<file path="src/rtl/oaht_pkg.sv">
// ----------------------------------------------------------------------------
// oaht_pkg
// Types and codes shared by the open-addressing hash table modules.
// ----------------------------------------------------------------------------
package oaht_pkg;

  localparam int KEY_W   = 32;
  localparam int VAL_W   = 32;
  localparam int CMD_W   = 2;
  localparam int STAT_W  = 2;
  localparam int TAG_W   = 2;
  localparam int SLOT_W  = 8;
  localparam int COUNT_W = 9;
  localparam int CFG_W   = 4;

  localparam logic [CFG_W-1:0] CAP_LOG2_RESET = 4'd8;
  localparam logic [CFG_W-1:0] CAP_LOG2_MIN   = 4'd2;

  localparam logic [CMD_W-1:0] CMD_SET = 2'd0;
  localparam logic [CMD_W-1:0] CMD_GET = 2'd1;
  localparam logic [CMD_W-1:0] CMD_DEL = 2'd2;

  localparam logic [STAT_W-1:0] ST_OK       = 2'd0;
  localparam logic [STAT_W-1:0] ST_NOTFOUND = 2'd1;
  localparam logic [STAT_W-1:0] ST_FULL     = 2'd2;

  localparam logic [TAG_W-1:0] TAG_EMPTY = 2'd0;
  localparam logic [TAG_W-1:0] TAG_USED  = 2'd1;
  localparam logic [TAG_W-1:0] TAG_DEAD  = 2'd2;

  typedef enum logic [1:0] {
    S_CLEAR,
    S_IDLE,
    S_PROBE,
    S_HOLD
  } state_t;

  typedef struct packed {
    logic rd_en;
    logic tag_we;
    logic key_we;
    logic val_we;
  } store_ctl_t;

endpackage

</file>
<file path="src/rtl/oaht_seq.sv">
// ----------------------------------------------------------------------------
// oaht_seq
// Probe sequencer: one slot compared per cycle, stop handling, count and
// result register.
// ----------------------------------------------------------------------------
module oaht_seq #(
  parameter int CAPACITY = 256,
  localparam int IDX_W = $clog2(CAPACITY),
  localparam int CNT_W = IDX_W + 1
) (
  input  logic                         clk,
  input  logic                         rst_n,
  input  logic [oaht_pkg::CFG_W-1:0]   cap_log2,
  input  logic                         in_valid,
  output logic                         in_ready,
  input  logic [oaht_pkg::CMD_W-1:0]   in_cmd,
  input  logic [oaht_pkg::KEY_W-1:0]   in_key,
  input  logic [31:0]                  in_hash,
  input  logic [oaht_pkg::VAL_W-1:0]   in_val,
  output logic                         out_valid,
  input  logic                         out_ready,
  output logic [oaht_pkg::STAT_W-1:0]  out_status,
  output logic [oaht_pkg::VAL_W-1:0]   out_val,
  output logic [oaht_pkg::SLOT_W-1:0]  out_slot,
  output logic [oaht_pkg::COUNT_W-1:0] out_count,
  output oaht_pkg::store_ctl_t         st_ctl,
  output logic [IDX_W-1:0]             st_rd_addr,
  output logic [IDX_W-1:0]             st_wr_addr,
  output logic [oaht_pkg::TAG_W-1:0]   st_wr_tag,
  output logic [oaht_pkg::KEY_W-1:0]   st_wr_key,
  output logic [oaht_pkg::VAL_W-1:0]   st_wr_val,
  input  logic [oaht_pkg::TAG_W-1:0]   st_rd_tag,
  input  logic [oaht_pkg::KEY_W-1:0]   st_rd_key,
  input  logic [oaht_pkg::VAL_W-1:0]   st_rd_val
);

  oaht_pkg::state_t state_r, state_nxt;

  logic [oaht_pkg::CMD_W-1:0]   cmd_r, cmd_nxt;
  logic [oaht_pkg::KEY_W-1:0]   key_r, key_nxt;
  logic [oaht_pkg::VAL_W-1:0]   val_r, val_nxt;
  logic [IDX_W-1:0]             start_r, start_nxt;
  logic [IDX_W-1:0]             idx_r, idx_nxt;
  logic [IDX_W-1:0]             clr_r, clr_nxt;
  logic [CNT_W-1:0]             cnt_r, cnt_nxt;
  logic [oaht_pkg::STAT_W-1:0]  res_status_r, res_status_nxt;
  logic [oaht_pkg::VAL_W-1:0]   res_val_r, res_val_nxt;
  logic [IDX_W-1:0]             res_slot_r, res_slot_nxt;
  logic                         out_valid_r, out_valid_nxt;
  logic [oaht_pkg::STAT_W-1:0]  out_status_r, out_status_nxt;
  logic [oaht_pkg::VAL_W-1:0]   out_val_r, out_val_nxt;
  logic [oaht_pkg::SLOT_W-1:0]  out_slot_r, out_slot_nxt;
  logic [oaht_pkg::COUNT_W-1:0] out_count_r, out_count_nxt;

  logic [oaht_pkg::CFG_W-1:0] lg;
  logic [CNT_W-1:0]           size;
  logic [IDX_W-1:0]           mask;
  logic [IDX_W-1:0]           in_start;
  logic [IDX_W-1:0]           next_idx;
  logic                       accept;
  logic                       clr_done;
  logic                       hit;
  logic                       stop;
  logic                       wrap;
  logic                       is_used;
  logic                       out_free;
  logic [31:0]                slot_ext;
  logic [31:0]                cnt_ext;

  // active table size and index mask
  assign lg   = (cap_log2 < oaht_pkg::CAP_LOG2_MIN) ? oaht_pkg::CAP_LOG2_MIN : cap_log2;
  assign size = ({1'b0, lg} >= 5'(IDX_W)) ? CNT_W'(CAPACITY) : (CNT_W'(1) << lg);
  assign mask = IDX_W'(size - CNT_W'(1));

  assign in_start = in_hash[IDX_W-1:0] & mask;
  assign next_idx = (idx_r + IDX_W'(1)) & mask;
  assign accept   = (state_r == oaht_pkg::S_IDLE) && in_valid;
  assign clr_done = (clr_r == IDX_W'(CAPACITY - 1));
  assign is_used  = (st_rd_tag == oaht_pkg::TAG_USED);
  assign hit      = is_used && (st_rd_key == key_r);
  assign stop     = hit || (st_rd_tag == oaht_pkg::TAG_EMPTY) ||
                    ((cmd_r == oaht_pkg::CMD_SET) && (st_rd_tag == oaht_pkg::TAG_DEAD));
  assign wrap     = (next_idx == start_r);
  assign out_free = !out_valid_r || out_ready;

  // next state
  always_comb begin
    state_nxt = state_r;
    case (state_r)
      oaht_pkg::S_CLEAR: begin
        if (clr_done) state_nxt = oaht_pkg::S_IDLE;
      end
      oaht_pkg::S_IDLE: begin
        if (in_valid) begin
          state_nxt = (in_cmd == oaht_pkg::CMD_SET || in_cmd == oaht_pkg::CMD_GET ||
                       in_cmd == oaht_pkg::CMD_DEL) ? oaht_pkg::S_PROBE : oaht_pkg::S_HOLD;
        end
      end
      oaht_pkg::S_PROBE: begin
        if (stop || wrap) state_nxt = oaht_pkg::S_HOLD;
      end
      oaht_pkg::S_HOLD: begin
        if (out_free) state_nxt = oaht_pkg::S_IDLE;
      end
      default: state_nxt = oaht_pkg::S_IDLE;
    endcase
  end

  // outputs and datapath
  always_comb begin
    st_ctl         = '0;
    st_rd_addr     = next_idx;
    st_wr_addr     = idx_r;
    st_wr_tag      = oaht_pkg::TAG_USED;
    st_wr_key      = key_r;
    st_wr_val      = val_r;
    in_ready       = 1'b0;
    cmd_nxt        = cmd_r;
    key_nxt        = key_r;
    val_nxt        = val_r;
    start_nxt      = start_r;
    idx_nxt        = idx_r;
    clr_nxt        = clr_r;
    cnt_nxt        = cnt_r;
    res_status_nxt = res_status_r;
    res_val_nxt    = res_val_r;
    res_slot_nxt   = res_slot_r;
    out_valid_nxt  = out_ready ? 1'b0 : out_valid_r;
    out_status_nxt = out_status_r;
    out_val_nxt    = out_val_r;
    out_slot_nxt   = out_slot_r;
    out_count_nxt  = out_count_r;
    slot_ext       = 32'(res_slot_r);
    cnt_ext        = 32'(cnt_r);

    case (state_r)
      oaht_pkg::S_CLEAR: begin
        st_ctl.tag_we = 1'b1;
        st_wr_addr    = clr_r;
        st_wr_tag     = oaht_pkg::TAG_EMPTY;
        clr_nxt       = clr_r + IDX_W'(1);
      end
      oaht_pkg::S_IDLE: begin
        in_ready     = 1'b1;
        st_ctl.rd_en = in_valid;
        st_rd_addr   = in_start;
        if (accept) begin
          cmd_nxt        = in_cmd;
          key_nxt        = in_key;
          val_nxt        = in_val;
          start_nxt      = in_start;
          idx_nxt        = in_start;
          res_status_nxt = oaht_pkg::ST_OK;
          res_val_nxt    = '0;
          res_slot_nxt   = '0;
        end
      end
      oaht_pkg::S_PROBE: begin
        if (stop) begin
          res_slot_nxt = idx_r;
          case (cmd_r)
            oaht_pkg::CMD_SET: begin
              st_ctl.val_we = 1'b1;
              if (!is_used) begin
                st_ctl.tag_we = 1'b1;
                st_ctl.key_we = 1'b1;
                if (cnt_r < size) cnt_nxt = cnt_r + CNT_W'(1);
              end
            end
            oaht_pkg::CMD_GET: begin
              if (is_used) res_val_nxt = st_rd_val;
              else res_status_nxt = oaht_pkg::ST_NOTFOUND;
            end
            default: begin
              if (is_used) begin
                st_ctl.tag_we = 1'b1;
                st_wr_tag     = oaht_pkg::TAG_DEAD;
                if (cnt_r != '0) cnt_nxt = cnt_r - CNT_W'(1);
              end
            end
          endcase
        end else if (wrap) begin
          res_status_nxt = oaht_pkg::ST_FULL;
        end else begin
          st_ctl.rd_en = 1'b1;
          idx_nxt      = next_idx;
        end
      end
      oaht_pkg::S_HOLD: begin
        if (out_free) begin
          out_valid_nxt  = 1'b1;
          out_status_nxt = res_status_r;
          out_val_nxt    = res_val_r;
          out_slot_nxt   = slot_ext[oaht_pkg::SLOT_W-1:0];
          out_count_nxt  = cnt_ext[oaht_pkg::COUNT_W-1:0];
        end
      end
      default: ;
    endcase
  end

  always_ff @(posedge clk) begin
    if (!rst_n) begin
      state_r     <= oaht_pkg::S_CLEAR;
      clr_r       <= '0;
      cnt_r       <= '0;
      out_valid_r <= 1'b0;
    end else begin
      state_r     <= state_nxt;
      clr_r       <= clr_nxt;
      cnt_r       <= cnt_nxt;
      out_valid_r <= out_valid_nxt;
    end
  end

  always_ff @(posedge clk) begin
    cmd_r        <= cmd_nxt;
    key_r        <= key_nxt;
    val_r        <= val_nxt;
    start_r      <= start_nxt;
    idx_r        <= idx_nxt;
    res_status_r <= res_status_nxt;
    res_val_r    <= res_val_nxt;
    res_slot_r   <= res_slot_nxt;
    out_status_r <= out_status_nxt;
    out_val_r    <= out_val_nxt;
    out_slot_r   <= out_slot_nxt;
    out_count_r  <= out_count_nxt;
  end

  assign out_valid  = out_valid_r;
  assign out_status = out_status_r;
  assign out_val    = out_val_r;
  assign out_slot   = out_slot_r;
  assign out_count  = out_count_r;

endmodule

</file>
<file path="config.mk">
export PLATFORM = sky130hd
export DESIGN_NAME = oaht_seq
export DESIGN_NICKNAME = d
export VERILOG_FILES = /design/src/rtl/oaht_pkg.sv /design/src/rtl/oaht_seq.sv
export SDC_FILE = /design/constraint.sdc
export NUM_CORES = 1
export LEC_CHECK = 0
export BUFFER_PORTS_ARGS = -buffer_cell sky130_fd_sc_hd__buf_2
export CORE_MARGIN = 8
export CORE_UTILIZATION = 50
export CTS_BUF_LIST = sky130_fd_sc_hd__clkbuf_8
export DETAILED_ROUTE_END_ITERATION = 16
export PLACE_DENSITY = 0.81
export SLEW_MARGIN = 0
export SYNTH_ARGS = -nofsm -noshare
export SYNTH_HDL_FRONTEND = slang
export SYNTH_SLANG_ARGS = --single-unit
</file>
<file path="constraint.sdc">
create_clock -name clk -period 7.1 [get_ports clk]
set_clock_uncertainty 0.15 [all_clocks]
set_input_delay 0.71 -clock clk [delete_from_list [all_inputs] [get_ports clk]]
set_output_delay 0.71 -clock clk [all_outputs]
set_load 0.02 [all_outputs]
</file>
==> metrics.yaml <==
synthesis:
  synth.top_cell.area_share: 0.639
  avgSynthCellArea_um2: 14.2
  ys_types: 67
  yosysSeqAreaShare: 0.688
  syn_area_um2: 8220
  synth-main-ff-cell: "edfxtp_1"
  netlist_instances: 580
  ys_warn_count: 0
  synth_edf_count: 175
  ys_ff_latch: 195
  async_reset_ff_frac: 0
  synth_top_cell_by_area: "edfxtp_1"
  yosys-top-cells-area: "edfxtp_1 (64%), xnor2_1 (5.1%), dfxtp_1 (4.9%)"
sta:
  worst_slew_pin_slew_ns: 1.04
  tns_ns: 0
  max_freq_mhz: 241
  maxSlewViolCount: 0
  hold_viol_final: 0
  rsz0062_at_grt: "no"
  maxSlewHeadroom: 0.304
  setup_viol: 0
  post-route-period-util: 0.585
  holdWs_ns: 0.262
  layout_min_cycle_time_ns: 4.15
  setup_ws_ns: 2.95
finish:
  syn_to_final_growth_pct: 25.4
  postLayoutCoreUtil: 0.631
  drive_gt1_frac: 0.393
  most-common-layout-cells: "buf_2 (286), edfxtp_1 (175), xnor2_1 (48)"
  final_nets: 1064
  diodes: 0
  final_common_cell: "buf_2"
job:
  maxCapViolCount: 0
power:
  peakVddDrop_uv: 150
  power_leakage_nw: 4.03
  power_density_nw_per_um2: 204
  finalPower_mw: 2.10
clock_network:
  insertion_delay_ns: 0.46
  cts_tree: "yes"
  holdBufCountCts: 0
  postCtsSetupBuffers: 0
  cts_made_buffers: 17
  cts_htree_levels: 4
  cts.path.max_buffers: 2
  cts_sinks: 195
  clk_pin_slew_ns: 0.12
  cts_resized: 0
  root_buffer: "clkbuf_8"
hold_path:
  hp-start: "in_val[27]"
  hp-class: "in -> reg"
floorplan:
  fp.dieW_um: 144
  dieArea_um2: 20800
  die_y_um: 144
  pin_count: 311
  initial_core_util: 0.503
  coreArea_um2: 16300
  rows: 47
global_routing:
  grt_start_max_net_pins: 73
  grt_pass1_vias: 5749
  antenna_found_initial: 3
  grt_first_pass_wirelength_um: 31300
  overflow: 0
  grt_usage: 0.202
worst_setup_path:
  criticalPathCategory: "reg -> out"
  timing.rr.start: "st_wr_key[20]"
  cp-startpoint: "idx_r[0]"
  slowest_delay_ns: 0.59
  crit_arrival_ns: 3.29
  ff2ff_setup_slack_ns: 3.24
  critical_path_required_ns: 6.24
  cp-start-kind: "flip-flop"
  crit_fanout: 9
  cp_top_family: "simple AND/OR/NAND/NOR gates"
  path_cells: "ha_1 > xnor2_1 > nor4b_1 > a2111oi_0 > nand4_1 > or4_4 > nand3_1 > a21boi_1 > buf_2"
  endpoint_kind: "primary output"
  crit_path_top_delay_cell: "or4_4"
  worst-path-buf-inv: 1
route:
  first_pass_iters: 4
  wl_per_cell_um: 19.2
  vias: 5734
  viasPerCell: 5.20
  first_iter_violations: 319
  detail-route-antenna-nets: 0
  wirelength_um: 21100
  post-route-drc-count: 0
placement:
  dp_hpwl_um: 16700
  globalplace.congestion: 0.864
  portBuffers: 286
  pre_cts_slack_ns: 2.72
outcome:
  status: "finished clean"
[state kept, by name (all words and copies together) (netlist names), 9 cells and up]
register,count
st_wr_key,32
cnt_r,9
res_val_r,32
out_count,9
out_val,32
st_wr_val,32
[metal layers]
layer  GRT usage  share of wire  vias to the layer above
met3      0.0799           0.12                       30
li1            -              -                     2717
met1       0.216           0.36                     2691
met5           0         0.0019                        -
met4      0.0717          0.019                        6
met2       0.357           0.50                      290
[layout make-up]
cell class,count,area [um2]
inverters,13,53.8
clock inverters,15,206
fillers,1247,6030
multi-input cells,353,2430
repair buffers,289,1450
flip-flops and latches,195,5660
well taps,220,275
clock buffers,17,234
[synthesized netlist by cell type (4+ instances only)]
cell      count
inv_1         8
xor2_1        5
o21ai_0      20
edfxtp_1    175
nand3_1      12
xnor2_1      48
clkbuf_1     14
a211oi_1      4
nand4_1      14
nor4_1        4
mux2_2        8
a21o_1        5
or3_1         6
nor2_1       45
and2_1       39
a21oi_1      25
nor2b_1      10
nand2_1      29
dfxtp_1      20
ha_1         22
mux2i_1       5
[worst register-to-register path, stage by stage (launching register included)]
cell and delay (ns):
edfxtp_1 0.42, xnor2_1 0.21, nand4_1 0.13, nor4_1 0.35, nand2_1 0.17, a22o_2 0.36, a21oi_1 0.75, a21boi_4 0.95
[where the power goes]
part / internal [mW] / total (mW) / switching [mW] / leakage (nW)
logic: 0.0518 / 0.101 / 0.0495 / 2.14
registers: 1.24 / 1.25 / 0.00335 / 1.68
clock network: 0.307 / 0.752 / 0.445 / 0.215
total: 1.60 / 2.10 / 0.498 / 4.03
[final timing paths]
check	to	depth (start not counted)
hold reg to reg	out_val[20]	0
hold / removal	st_wr_val[27]	1
setup reg to reg	res_val_r[20]	7
setup / recovery	st_ctl[3]	9
[through the flow]
step           cells  area, um2
2_1_floorplan    582       8230
3_3_place_gp    1070       9870
3_5_place_dp    1070       9870
4_1_cts         1102      10300
5_1_grt         1102      10300
6_report        1102      10300
[logic make-up after synthesis]
kind of cell | count (synthesis) | synth area share
other | 1 | 0.000456
AOI/OAI and AO/OA | 83 | 0.0665
buffers and inverters | 34 | 0.0196
xor gates and xnor gates | 53 | 0.0565
and+or+nand+nor | 177 | 0.114
adders and majority gates | 23 | 0.0359
muxes | 14 | 0.0189
DFF | 195 | 0.688
Power figures use the tool's default switching activity.
